<file path="src/sv/skt_pkg.sv">
// ----------------------------------------------------------------------------
// skt_pkg: shared definitions for the sorted key table
// Field widths, action and status codes, register map and sequencer states.
// ----------------------------------------------------------------------------
package skt_pkg;

  // Default sizing of the table.
  localparam int SKT_CAPACITY  = 64;
  localparam int SKT_KEY_WIDTH = 32;

  // Port field widths.
  localparam int ACTION_W = 2;
  localparam int KEY_W    = 32;
  localparam int INDEX_W  = 6;
  localparam int STATUS_W = 3;
  localparam int POS_W    = 7;
  localparam int COUNT_W  = 7;
  localparam int PADDR_W  = 3;
  localparam int PDATA_W  = 32;

  // Actions.
  localparam logic [ACTION_W-1:0] ACT_INSERT = 2'd0;
  localparam logic [ACTION_W-1:0] ACT_FIND   = 2'd1;
  localparam logic [ACTION_W-1:0] ACT_REMOVE = 2'd2;
  localparam logic [ACTION_W-1:0] ACT_CLEAR  = 2'd3;

  // Result status codes.
  localparam logic [STATUS_W-1:0] ST_OK        = 3'd0;
  localparam logic [STATUS_W-1:0] ST_NOT_FOUND = 3'd1;
  localparam logic [STATUS_W-1:0] ST_DUPLICATE = 3'd2;
  localparam logic [STATUS_W-1:0] ST_FULL      = 3'd3;
  localparam logic [STATUS_W-1:0] ST_BAD_INDEX = 3'd4;

  // Register index, taken from paddr above the byte offset.
  localparam logic REG_ALLOW_DUP = 1'b0;

  typedef enum logic [2:0] {
    S_IDLE,
    S_SRCH_RD,
    S_SRCH_CMP,
    S_SHIFT_UP,
    S_INS_WR,
    S_RM_RD,
    S_SHIFT_DN,
    S_DONE
  } state_t;

endpackage

</file>
<file path="src/sv/skt_ram.sv">
// ----------------------------------------------------------------------------
// skt_ram: generic single write port, single read port RAM
// Write at one address and read at another each cycle; read data is registered.
// ----------------------------------------------------------------------------
module skt_ram #(
  parameter int WIDTH = 32,
  parameter int DEPTH = 64
) (
  input  logic                     clk,
  input  logic                     we,
  input  logic [$clog2(DEPTH)-1:0] waddr,
  input  logic [WIDTH-1:0]         wdata,
  input  logic [$clog2(DEPTH)-1:0] raddr,
  output logic [WIDTH-1:0]         rdata
);

  logic [WIDTH-1:0] mem [DEPTH];

  always_ff @(posedge clk) begin
    if (we) begin
      mem[waddr] <= wdata;
    end
    rdata <= mem[raddr];
  end

endmodule

</file>
<file path="src/sv/sorted_key_table.sv">
// Steps: a find probes the table by binary search; an insert searches, moves the entries
// above the insertion point up one place and writes the key; a remove reads the entry at
// the index and moves the later entries down one place; clear and a bad index go straight
// to the result.
// Throughput: one word at a time; a result still held in the output register stalls the next.
// Reset (synchronous, rst high) empties the table and clears allow_duplicates; RAM is kept.
// ----------------------------------------------------------------------------
// sorted_key_table: ascending table of unsigned keys with search, insert and remove
// A small sequencer drives one RAM and one comparator through a binary search and
// through the entry shifts of insert and remove.
// ----------------------------------------------------------------------------
module sorted_key_table #(
  parameter int CAPACITY  = skt_pkg::SKT_CAPACITY,
  parameter int KEY_WIDTH = skt_pkg::SKT_KEY_WIDTH
) (
  input  logic                          clk,
  input  logic                          rst,
  // Input words.
  input  logic                          in_valid,
  output logic                          in_ready,
  input  logic [skt_pkg::ACTION_W-1:0]  action,
  input  logic [skt_pkg::KEY_W-1:0]     key,
  input  logic [skt_pkg::INDEX_W-1:0]   index,
  // Result words.
  output logic                          out_valid,
  input  logic                          out_ready,
  output logic [skt_pkg::STATUS_W-1:0]  status,
  output logic [skt_pkg::POS_W-1:0]     position,
  output logic [skt_pkg::KEY_W-1:0]     key_out,
  output logic [skt_pkg::COUNT_W-1:0]   entry_count,
  // Configuration port.
  input  logic                          psel,
  input  logic                          penable,
  input  logic                          pwrite,
  input  logic [skt_pkg::PADDR_W-1:0]   paddr,
  input  logic [skt_pkg::PDATA_W-1:0]   pwdata,
  output logic [skt_pkg::PDATA_W-1:0]   prdata,
  output logic                          pready
);

  import skt_pkg::*;

  // CW holds a count up to CAPACITY, AW addresses the RAM.
  localparam int CW = $clog2(CAPACITY + 1);
  localparam int AW = $clog2(CAPACITY);
  localparam int IW = (CW > INDEX_W) ? CW : INDEX_W;

  state_t state, state_next;

  // Configuration register.
  logic allow_dup;

  // Table occupancy.
  logic [CW-1:0] count;

  // Working registers of the current word.
  logic [ACTION_W-1:0]  act_r;
  logic [KEY_WIDTH-1:0] key_r;
  logic [CW-1:0]        lo;
  logic [CW-1:0]        hi_excl;
  logic [CW-1:0]        mid;
  logic [CW-1:0]        pos;
  logic [CW-1:0]        ptr;
  logic                 pend;
  logic                 first;
  logic [STATUS_W-1:0]  res_status;
  logic [POS_W-1:0]     res_pos;
  logic [KEY_WIDTH-1:0] res_key;

  // RAM port signals.
  logic                 ram_we;
  logic [AW-1:0]        ram_waddr;
  logic [KEY_WIDTH-1:0] ram_wdata;
  logic [AW-1:0]        ram_raddr;
  logic [KEY_WIDTH-1:0] rd_data;

  // Combinational helpers.
  logic                 in_take;
  logic                 out_load;
  logic [KEY_WIDTH-1:0] key_in;
  logic [KEY_W-1:0]     key_wide;
  logic [CW-1:0]        mid_c;
  logic                 srch_end;
  logic                 end_hit;
  logic [CW-1:0]        end_pos;
  logic                 ins_reject;
  logic                 bad_index;
  logic                 up_more;
  logic                 dn_more;

  skt_ram #(
    .WIDTH (KEY_WIDTH),
    .DEPTH (CAPACITY)
  ) u_ram (
    .clk   (clk),
    .we    (ram_we),
    .waddr (ram_waddr),
    .wdata (ram_wdata),
    .raddr (ram_raddr),
    .rdata (rd_data)
  );

  // The key port is masked down to the stored key width.
  always_comb begin
    key_in = '0;
    for (int b = 0; b < KEY_WIDTH && b < KEY_W; b++) begin
      key_in[b] = key[b];
    end
  end

  always_comb begin
    key_wide = '0;
    for (int b = 0; b < KEY_WIDTH && b < KEY_W; b++) begin
      key_wide[b] = res_key[b];
    end
  end

  assign in_take = in_valid && in_ready;

  // A finished result moves into the output register only once it is free.
  assign out_load = (state == S_DONE) && (!out_valid || out_ready);

  // Remove is rejected when the given index is not below the count.
  assign bad_index = IW'(index) >= IW'(count);

  // Midpoint of the inclusive range [lo, hi_excl-1].
  assign mid_c = CW'(({1'b0, lo} + {1'b0, hi_excl} - 1'b1) >> 1);

  // The search ends either on an empty range (a miss at lo) or on an equal probe.
  always_comb begin
    srch_end = 1'b0;
    end_hit  = 1'b0;
    end_pos  = lo;
    if (state == S_SRCH_RD) begin
      srch_end = lo >= hi_excl;
    end else if (state == S_SRCH_CMP) begin
      srch_end = key_r == rd_data;
      end_hit  = 1'b1;
      end_pos  = mid;
    end
  end

  // An insert is dropped on a duplicate first, then on a full table.
  assign ins_reject = (end_hit && !allow_dup) || (count >= CW'(CAPACITY));

  // Shifting up stops once the pointer has reached the insertion point;
  // shifting down stops at the last valid entry.
  assign up_more = ptr > pos;
  assign dn_more = ({1'b0, ptr} + 1'b1) < {1'b0, count};

  // Next state.
  always_comb begin
    state_next = state;
    unique case (state)
      S_IDLE: begin
        if (in_valid) begin
          priority if (action == ACT_CLEAR) begin
            state_next = S_DONE;
          end else if (action == ACT_REMOVE) begin
            state_next = bad_index ? S_DONE : S_RM_RD;
          end else begin
            state_next = S_SRCH_RD;
          end
        end
      end
      S_SRCH_RD, S_SRCH_CMP: begin
        if (srch_end) begin
          if (act_r == ACT_INSERT && !ins_reject) begin
            state_next = S_SHIFT_UP;
          end else begin
            state_next = S_DONE;
          end
        end else if (state == S_SRCH_RD) begin
          state_next = S_SRCH_CMP;
        end else begin
          state_next = S_SRCH_RD;
        end
      end
      S_SHIFT_UP: state_next = up_more ? S_SHIFT_UP : S_INS_WR;
      S_INS_WR:   state_next = S_DONE;
      S_RM_RD:    state_next = S_SHIFT_DN;
      S_SHIFT_DN: state_next = dn_more ? S_SHIFT_DN : S_DONE;
      S_DONE:     state_next = out_load ? S_IDLE : S_DONE;
      default:    state_next = S_IDLE;
    endcase
  end

  // Outputs of the sequencer: handshake and RAM control.
  always_comb begin
    in_ready  = 1'b0;
    ram_we    = 1'b0;
    ram_waddr = '0;
    ram_wdata = rd_data;
    ram_raddr = '0;
    unique case (state)
      S_IDLE: in_ready = 1'b1;
      S_SRCH_RD: ram_raddr = AW'(mid_c);
      S_SHIFT_UP: begin
        // The entry read last cycle lands one place above the current pointer.
        ram_we    = pend;
        ram_waddr = AW'(ptr + 1'b1);
        if (up_more) begin
          ram_raddr = AW'(ptr - 1'b1);
        end
      end
      S_INS_WR: begin
        ram_we    = 1'b1;
        ram_waddr = AW'(pos);
        ram_wdata = key_r;
      end
      S_RM_RD: ram_raddr = AW'(ptr);
      S_SHIFT_DN: begin
        // The first read returns the removed key; later reads move down by one.
        ram_we    = !first;
        ram_waddr = AW'(ptr - 1'b1);
        if (dn_more) begin
          ram_raddr = AW'(ptr + 1'b1);
        end
      end
      S_SRCH_CMP, S_DONE: begin
      end
      default: begin
      end
    endcase
  end

  // Sequencer state and datapath registers.
  always_ff @(posedge clk) begin
    if (rst) begin
      state <= S_IDLE;
      count <= '0;
      pend  <= 1'b0;
      first <= 1'b0;
    end else begin
      state <= state_next;

      if (in_take) begin
        act_r      <= action;
        key_r      <= key_in;
        lo         <= '0;
        hi_excl    <= count;
        ptr        <= CW'(index);
        res_key    <= '0;
        first      <= 1'b1;
        if (action == ACT_CLEAR) begin
          count <= '0;
        end
        if (action == ACT_REMOVE) begin
          res_pos    <= POS_W'(index);
          res_status <= bad_index ? ST_BAD_INDEX : ST_OK;
        end else begin
          res_pos    <= '0;
          res_status <= ST_OK;
        end
      end

      if (state == S_SRCH_RD && !srch_end) begin
        mid <= mid_c;
      end

      if (state == S_SRCH_CMP && !srch_end) begin
        if (key_r < rd_data) begin
          hi_excl <= mid;
        end else begin
          lo <= mid + 1'b1;
        end
      end

      if (srch_end) begin
        pos     <= end_pos;
        res_pos <= POS_W'(end_pos);
        if (act_r == ACT_FIND) begin
          res_status <= end_hit ? ST_OK : ST_NOT_FOUND;
        end else if (end_hit && !allow_dup) begin
          res_status <= ST_DUPLICATE;
        end else if (count >= CW'(CAPACITY)) begin
          res_status <= ST_FULL;
        end else begin
          ptr  <= count;
          pend <= 1'b0;
        end
      end

      if (state == S_SHIFT_UP) begin
        if (up_more) begin
          ptr  <= ptr - 1'b1;
          pend <= 1'b1;
        end else begin
          pend <= 1'b0;
        end
      end

      if (state == S_INS_WR) begin
        count <= count + 1'b1;
      end

      if (state == S_SHIFT_DN) begin
        first <= 1'b0;
        if (first) begin
          res_key <= rd_data;
        end
        if (dn_more) begin
          ptr <= ptr + 1'b1;
        end else begin
          count <= count - 1'b1;
        end
      end
    end
  end

  // Output register: holds a result until it is taken.
  always_ff @(posedge clk) begin
    if (rst) begin
      out_valid <= 1'b0;
    end else if (out_load) begin
      out_valid <= 1'b1;
    end else if (out_ready) begin
      out_valid <= 1'b0;
    end
  end

  always_ff @(posedge clk) begin
    if (out_load) begin
      status      <= res_status;
      position    <= res_pos;
      key_out     <= key_wide;
      entry_count <= COUNT_W'(count);
    end
  end

  // Configuration register: written on the access cycle of an APB write.
  always_ff @(posedge clk) begin
    if (rst) begin
      allow_dup <= 1'b0;
    end else if (psel && penable && pwrite && paddr[PADDR_W-1] == REG_ALLOW_DUP) begin
      allow_dup <= pwdata[0];
    end
  end

  always_comb begin
    prdata = '0;
    if (paddr[PADDR_W-1] == REG_ALLOW_DUP) begin
      prdata[0] = allow_dup;
    end
  end

  assign pready = 1'b1;

`ifndef NO_ASSERTIONS
  // The entry count never goes beyond the table's capacity.
  a_count_bound: assert property (@(posedge clk) disable iff (rst)
    count <= CW'(CAPACITY))
    else $error("entry count above capacity");

  // Every RAM write lands at or below the current count.
  a_write_in_range: assert property (@(posedge clk) disable iff (rst)
    ram_we |-> ({1'b0, ram_waddr} <= (AW + 1)'(count)))
    else $error("RAM write beyond the occupied range");

  // A new result appears only after the sequencer finished a word.
  a_result_from_done: assert property (@(posedge clk) disable iff (rst)
    $rose(out_valid) |-> $past(state == S_DONE))
    else $error("result raised without a finished word");

  // An accepted word keeps the block busy in the cycle after it is taken.
  a_busy_after_take: assert property (@(posedge clk) disable iff (rst)
    in_take |=> !in_ready)
    else $error("input accepted again in the cycle after a take");
`endif

endmodule

</file>
<file path="config.mk">
export PLATFORM = sky130hd
export DESIGN_NAME = sorted_key_table
export DESIGN_NICKNAME = d
export VERILOG_FILES = /design/src/sv/skt_pkg.sv /design/src/sv/skt_ram.sv /design/src/sv/sorted_key_table.sv
export SDC_FILE = /design/constraint.sdc
export NUM_CORES = 2
export LEC_CHECK = 0
export BUFFER_PORTS_ARGS = -buffer_cell sky130_fd_sc_hd__buf_2
export CAP_MARGIN = 25
export CELL_PAD_IN_SITES_DETAIL_PLACEMENT = 2
export CELL_PAD_IN_SITES_GLOBAL_PLACEMENT = 2
export CORE_ASPECT_RATIO = 0.6
export CORE_MARGIN = 10
export CORE_UTILIZATION = 50
export CTS_CLUSTER_SIZE = 24
export DETAILED_ROUTE_END_ITERATION = 16
export PLACE_DENSITY_LB_ADDON = 0.1
export SLEW_MARGIN = 20
export SYNTH_ARGS = -nofsm -noshare
export SYNTH_HDL_FRONTEND = slang
export SYNTH_SLANG_ARGS = --single-unit
</file>
<file path="constraint.sdc">
create_clock -name clk -period 9 [get_ports clk]
set_input_delay 0.9 -clock clk [delete_from_list [all_inputs] [get_ports clk]]
set_output_delay 0.9 -clock clk [all_outputs]
set_load 0.02 [all_outputs]
</file>
== After elaboration in Yosys (flattened, before gate mapping) ==
Memories as Yosys holds them, arrays and structs flattened. A register that Yosys moved wholly into a read port is not among the register bits.
Cells that the tools add are included.

* RAM bits: 2048
* Bits in registers: 174
* Output and inout port bits: 84
* Latch bits: 0
* Bits in read-only memories: 0
* Memories kept: 1
* Logic and storage cells: 149
* Input port bits: 82

* Bitwise operators: 2
* Eq/ne operators: 15
* Divide/modulo/power cells: 0
* Add/sub/neg operators: 8
* Reduce and logical (&&, ||, !) cells: 28
* $mul: 0
* Mux-type cells: 69
* Shift operators: 0
* Order comparisons: 6

{| class="wikitable"
|+ Memory list
! name !! words !! bits a word !! rd ports !! clocked after Yosys merged registers in !! wr ports !! RTL line !! source
|-
| u_ram.mem || 64 || 32 || 1 || 1 || 1 || skt_ram.sv:17 || <nowiki>logic [WIDTH-1:0] mem [DEPTH];</nowiki>
|}

{| class="wikitable"
|+ Operator list
! operator !! number
|-
| $mux 7 || 24
|-
| $mux 32 || 4
|-
| $mux 3 || 14
|-
| $eq 32x32->1 || 1
|-
| $lt 32x32->1 || 1
|-
| $pmux 6 s4 || 1
|-
| $add 7x1->7 const B || 3
|-
| $pmux 3 s7 || 1
|-
| $mux 1 || 18
|-
| $mux 6 || 3
|-
| $pmux 6 s3 || 1
|-
| $sub 7x1->7 const B || 2
|-
| $eq 3x3->1 const B || 4
|-
| $logic_and 1x1->1 || 9
|-
| $add 7x1->8 const B || 1
|-
| $add 7x7->8 || 1
|-
| $lt 8x7->1 || 1
|-
| $reduce_and 2->1 || 4
|-
| $sub 8x1->8 const B || 1
|-
| $ge 6x7->1 || 1
|-
| $ge 7x7->1 || 1
|-
| $ge 7x7->1 const B || 1
|-
| $gt 7x7->1 || 1
|-
| $eq 3x2->1 const B || 2
|-
| other kinds (15) || 28
|}

== Longest topological paths before layout ==
* Word-level depth: 12
* Mapped depth: 20
* Gate-level depth less buffers: 16

== By module ==
From an unflattened synthesis, not the netlist that was laid out.

* Cell total of the unflattened synthesis: 4218
* Area total of the unflattened synthesis: 88260.9 µm²

{| class="wikitable"
|+ By module, submodules not included
! module !! cells an instance !! times used !! area an instance (µm²) !! sequential area each (µm²)
|-
| skt_ram || 3324 || 1 || 78515.3 || 62139.6
|-
| sorted_key_table || 894 || 1 || 9745.6 || 5084.9
|}

== Least setup slack after synthesis ==
OpenSTA, ideal clock, no wires.

* Path kind: reg-to-reg
* Start point: register state[2]
* End point: memory u_ram.mem[0][31] (data pin)
* Period minus slack after synthesis: 4.557 ns
* Slack: 4.443 ns
* Arrival time: 3.855 ns
* Required time: 8.298 ns
* Cell stages (with the launch flop): 8
* Library setup time: 0.702 ns
* Buffers on the path: 4
* Cell sequence: dfxtp_1 > buf_6 > nor2b_4 > clkbuf_1 > and2_1 > clkbuf_1 > clkbuf_1 > o21ai_0

* Longest elaborated chain between the ends: 2

{| class="wikitable"
|+ RTL lines
! what !! RTL line !! source
|-
| from (decl) || sorted_key_table.sv:48 || <nowiki>state_t state, state_next;</nowiki>
|-
| from (signal assigned) || sorted_key_table.sv:235 || <nowiki>state <= state_next;</nowiki>
|-
| $eq 3x3->1 || sorted_key_table.sv:195 || <nowiki>unique case (state)</nowiki>
|-
| $mux 32 || sorted_key_table.sv:195 ||
|-
| via ram_wdata[31] || sorted_key_table.sv:73 || <nowiki>logic [KEY_WIDTH-1:0] ram_wdata;</nowiki>
|-
| to (decl) || skt_ram.sv:17 ||
|}

The timed path passes the listed nets, and every way through them passes these cells.

== Worst setup path in the final report ==
* Start point: register ptr[0]
* End point: register u_ram.rdata[20], read port of u_ram.mem

* Longest elaborated chain between the ends: 4
* Elaborated cells on any way between the ends: 8
* Those cells by class: add/sub: 3; order compare: 2; mux: 3

{| class="wikitable"
|+ RTL lines
! what !! RTL line !! source
|-
| from (decl) || sorted_key_table.sv:63 || <nowiki>logic [CW-1:0] ptr;</nowiki>
|-
| from (signal assigned) || sorted_key_table.sv:242 || <nowiki>ptr <= CW'(index);</nowiki>
|-
| from (signal assigned) || sorted_key_table.sv:279 || <nowiki>ptr <= count;</nowiki>
|-
| from (signal assigned) || sorted_key_table.sv:286 || <nowiki>ptr <= ptr - 1'b1;</nowiki>
|-
| $add 7x1->8 || sorted_key_table.sv:149 || <nowiki>assign dn_more = ({1'b0, ptr} + 1'b1) < {1'b0, count};</nowiki>
|-
| $lt 8x7->1 || sorted_key_table.sv:149 ||
|-
| $mux 6 || sorted_key_table.sv:216 || <nowiki>if (dn_more) begin</nowiki>
|-
| $pmux 6 s4 * || sorted_key_table.sv:195 ||
|-
| to (decl) || skt_ram.sv:14 || <nowiki>output logic [WIDTH-1:0] rdata</nowiki>
|}

Every way passes the cells marked *; elsewhere a longest branch is shown, timed or not.
A chain may end at the register's enable or synchronous reset.

==> run summary <==
The run finished with clean final reports. The number of hold buffers added after cts is 0. The area of the core is 179000 um2. The total clock buffers created by CTS came out at 211. The total number of vias is 60100.

The standard cell area after detailed placement is 94400 um2. The clock transition at the registers of the reported paths is 0.07 ns. The initial antenna violation count came out at 23. Entering global routing, the biggest net connects 109 pins. The post-detailed-route wirelength per cell is 43.6 um.

The die is 348 um tall. After layout, the minimum clock period comes to 7.08 ns. The post-synthesis instance total is 5822. The number of H-tree branching levels is 4. The first-pass GRT wire length came out at 515 mm.

The maximum clock frequency is 141 MHz. The die covers 198000 um2. The via density per instance is 7.02. The count of yosys warnings during synthesis is 0. The mean post-synth cell area is 15.4 um2. The tightest min-delay check is of the in2reg type. The power density over cell area came out at 407 nW/um2. The prevailing post-synth register cell is sky130_fd_sc_hd__edfxtp_1.

Clock tree synthesis selected as its root buffer the cell sky130_fd_sc_hd__clkbuf_16. The count of boundary I/O pins is 166. The TritonCTS clock tree is yes. The number of global-route vias before repair is 63400. The number of failing hold endpoints at the final stage came to 0.

The final worst clock skew came out at 0.0522 ns. The fraction of final layout cells with drive strength greater than 1 is 0.126. The critical path data arrival time came out at 7.84 ns. The synthesized area came out at 89900 um2. Summing all non-filler instances in the final layout gives an area of 101000 um2.

The count of state elements after synthesis is 2254. The post-DP HPWL is 214 mm. In this run the static leakage power is 32.8 nW. The multi-input logic area is 21600 um2. Setup repair after global routing left no endpoint under its margin. The number of buffers inserted by post-CTS setup repair is 0.

The row count came out at 120. The share of async-settable or async-resettable flops after synthesis came out at 0. The number of iterations in the first detailed-routing pass came out at 6. Routability-driven placement finished with a final weighted congestion of 0.852. The peak supply drop came out at 324 uV. The number of enable flip-flop cells after synthesis is 2208. Of the synthesized area, sequential elements account for 0.748.

The detailed router finished its first iteration with 9695 violations. The TritonCTS sink count came out at 2254. The number of slew-limit violations in the final report came out at 0. The tightest hold margin came out at 0.192 ns. The tool flagged a number of max-cap violations equal to 0. In this run the horizontal extent of the chip is 567 um.

The residual DRC count came out at 0. The biggest cell delay along the critical path came out at 0.97 ns. At the later pin of the worst-skew pair, clock insertion delay measures 0.89 ns. Setup violations remaining at the end of the flow were counted as 0. The number of unique standard cell types used by synthesis is 81. The relative max-transition margin came out at 0.203. The count of port buffers added during placement is 100.

STA classifies the critical path endpoint as a register. In this run the worst path has a maximum fanout of 31. On the critical path, the stage with the largest delay is an instance of sky130_fd_sc_hd__nor4_1. The count of nets left with antenna violations once routing finished came out at 0. Traced cell by cell, the critical path runs through ha_1 > xor2_1 > ha_1 > a211o_1 > a31oi_1 > o21a_1 > a32o_1 > nor2_4 > buf_4 > nand3_4 > buf_4 > o22ai_1 > nor4_1 > o22ai_1 > a211o_1. The worst path required time came out at 9.76 ns. The total global routing track utilization is 0.365. STA classifies the critical path startpoint as a register. For this run the aggregate overflow at the end of global routing stands at 0.

The signed area change from the synthesized netlist to the final layout came out at 12.3%. The kind of critical path is reg2reg. The effective utilization at floorplan came out at 0.504.

Wires add up to 373 mm. The number of fill cells came out at 15400. The setup total negative slack came out at 0 ns. The maximum count of clock buffers along a single path came out at 4. The area taken by flip-flops and latches is 67200 um2. Dividing the final minimum period by the clock period gives 0.787.

The number of gates resized after CTS is 0. For this run, the post-layout net count is 6174. The slew at the pin closest to its max-slew limit came out at 1.19 ns.
[registers in the layout, indices dropped and copies added (netlist names), 32 cells and up]
signal / count
key_out: 32
key_r: 32
key_wide: 32
u_ram.mem: 2048
u_ram.rdata: 32
[cells in the final DEF, fill, tap and decap left out, types with 15 or more instances in the layout]
master / n
sky130_fd_sc_hd__inv_1: 83
sky130_fd_sc_hd__o21ai_0: 90
sky130_fd_sc_hd__nand2_1: 783
sky130_fd_sc_hd__a311oi_1: 46
sky130_fd_sc_hd__nor2_1: 61
sky130_fd_sc_hd__mux2i_1: 616
sky130_fd_sc_hd__conb_1: 32
sky130_fd_sc_hd__buf_12: 17
sky130_fd_sc_hd__clkbuf_1: 55
sky130_fd_sc_hd__ha_1: 77
sky130_fd_sc_hd__buf_4: 202
sky130_fd_sc_hd__clkbuf_16: 215
sky130_fd_sc_hd__clkinv_1: 38
sky130_fd_sc_hd__and3_1: 82
sky130_fd_sc_hd__nand3_1: 200
sky130_fd_sc_hd__dfxtp_1: 46
sky130_fd_sc_hd__a22o_1: 33
sky130_fd_sc_hd__or4_1: 18
sky130_fd_sc_hd__a211oi_1: 71
sky130_fd_sc_hd__o22ai_1: 308
sky130_fd_sc_hd__clkinv_2: 36
sky130_fd_sc_hd__o21ai_4: 31
sky130_fd_sc_hd__buf_2: 103
sky130_fd_sc_hd__nor4_1: 65
sky130_fd_sc_hd__a21oi_1: 160
sky130_fd_sc_hd__edfxtp_1: 2208
sky130_fd_sc_hd__a31oi_1: 73
sky130_fd_sc_hd__nor2_4: 69
sky130_fd_sc_hd__diode_2: 15
sky130_fd_sc_hd__nand4_1: 23
[power breakdown]
part / leakage, nW / total [W] / switching (W) / internal (W)
registers: 20.4 / 0.0146 / 0.000540 / 0.0141
logic: 9.24 / 0.0174 / 0.0131 / 0.00437
clock network: 3.17 / 0.00902 / 0.00425 / 0.00477
[area by class of cell]
cell class	instances	share of cell area
flip-flops and latches	2254	0.666
multi-input cells	3138	0.214
clock buffers	284	0.0572
well taps	2379	0.0295
repair buffers	324	0.0237
clock inverters	88	0.00649
inverters	85	0.00316
diodes	15	0.000372
[kinds of logic (layout without fill, tap and decap cells)]
group / count (synthesis) / after routing / share of synthesized area
compound gates: 972 / 972 / 0.0714
xor+xnor: 18 / 18 / 0.00175
fa+ha+maj: 78 / 78 / 0.0109
buf+inv: 460 / 781 / 0.0251
flops: 2254 / 2254 / 0.748
mux: 639 / 639 / 0.0728
other cells: 2 / 47 / 0.0000835
simple gates: 1399 / 1399 / 0.0701
[synth_stat cells, types with 12 or more instances]
| cell type | n | area share |
|---|---|---|
| sky130_fd_sc_hd__or4_1 | 18 | 0.0015 |
| sky130_fd_sc_hd__edfxtp_1 | 2208 | 0.74 |
| sky130_fd_sc_hd__nor2b_1 | 15 | 0.0010 |
| sky130_fd_sc_hd__a21oi_1 | 161 | 0.0090 |
| sky130_fd_sc_hd__nor3_1 | 17 | 0.00095 |
| sky130_fd_sc_hd__nand4_1 | 23 | 0.0016 |
| sky130_fd_sc_hd__o22ai_1 | 308 | 0.021 |
| sky130_fd_sc_hd__a211oi_1 | 71 | 0.0059 |
| sky130_fd_sc_hd__nand3_1 | 203 | 0.011 |
| sky130_fd_sc_hd__a221oi_1 | 13 | 0.0013 |
| sky130_fd_sc_hd__nor2_1 | 132 | 0.0055 |
| sky130_fd_sc_hd__nand2_1 | 785 | 0.033 |
| sky130_fd_sc_hd__a32oi_1 | 13 | 0.0013 |
| sky130_fd_sc_hd__inv_1 | 84 | 0.0035 |
| sky130_fd_sc_hd__buf_1 | 26 | 0.0011 |
| sky130_fd_sc_hd__nor4_1 | 68 | 0.0047 |
| sky130_fd_sc_hd__a311oi_1 | 46 | 0.0045 |
| sky130_fd_sc_hd__mux2_2 | 12 | 0.0015 |
| sky130_fd_sc_hd__mux2i_1 | 616 | 0.069 |
| sky130_fd_sc_hd__buf_2 | 185 | 0.010 |
| sky130_fd_sc_hd__buf_4 | 57 | 0.0048 |
| sky130_fd_sc_hd__a31oi_1 | 73 | 0.0051 |
| sky130_fd_sc_hd__a2111oi_0 | 14 | 0.0014 |
| sky130_fd_sc_hd__a22o_1 | 33 | 0.0032 |
| sky130_fd_sc_hd__and3_1 | 82 | 0.0057 |
| sky130_fd_sc_hd__ha_1 | 77 | 0.011 |
| sky130_fd_sc_hd__dfxtp_1 | 46 | 0.010 |
| sky130_fd_sc_hd__clkbuf_1 | 96 | 0.0040 |
| sky130_fd_sc_hd__o21ai_0 | 121 | 0.0067 |
| sky130_fd_sc_hd__xnor2_1 | 14 | 0.0014 |
[metal layers]
metal | global-route usage | up-vias | share of wire
li1 | - | 22900 | -
met1 | 0.493 | 32000 | 0.38
met5 | 0 | - | 0.00040
met3 | 0.0946 | 938 | 0.11
met4 | 0.150 | 22 | 0.048
met2 | 0.567 | 4260 | 0.45
[worst max-delay path, delay by kind of cell, from the launching register on]
kind	cells	cell delay, ns
AO/OA/AOI/OAI	7	2.41
XOR/XNOR	1	0.57
adder cells (fa/ha/maj)	2	0.72
buffers and inverters	2	0.77
flip-flops	1	0.67
AND/OR/NAND/NOR	3	1.76
[path summary, 6_finish.rpt]
| kind | from | end | slack, ns | cells after the start |
|---|---|---|---|---|
| worst min register to register | res_pos[6] | position[6] | 0.41 | 0 |
| worst max register to register | ptr[0] | u_ram.rdata[20] | 1.92 | 15 |
| worst min-delay path | key[30] | key_r[30] | 0.19 | 1 |
| worst max-delay path | ptr[0] | u_ram.rdata[20] | 1.92 | 15 |
[through the flow]
stage	std cells	total power, W	setup WS [ns]	utilization
6_report	8567	0.0411	1.92	0.565
5_1_grt	8553	0.0418	1.95	0.565
4_1_cts	8547	0.0404	2.23	0.565
3_5_place_dp	8175	0.0311	2.39	0.529
3_3_place_gp	8173	0.0299	2.59	0.529
2_1_floorplan	5852	0.0235	4.44	-
Power figures use the tool's default switching activity.
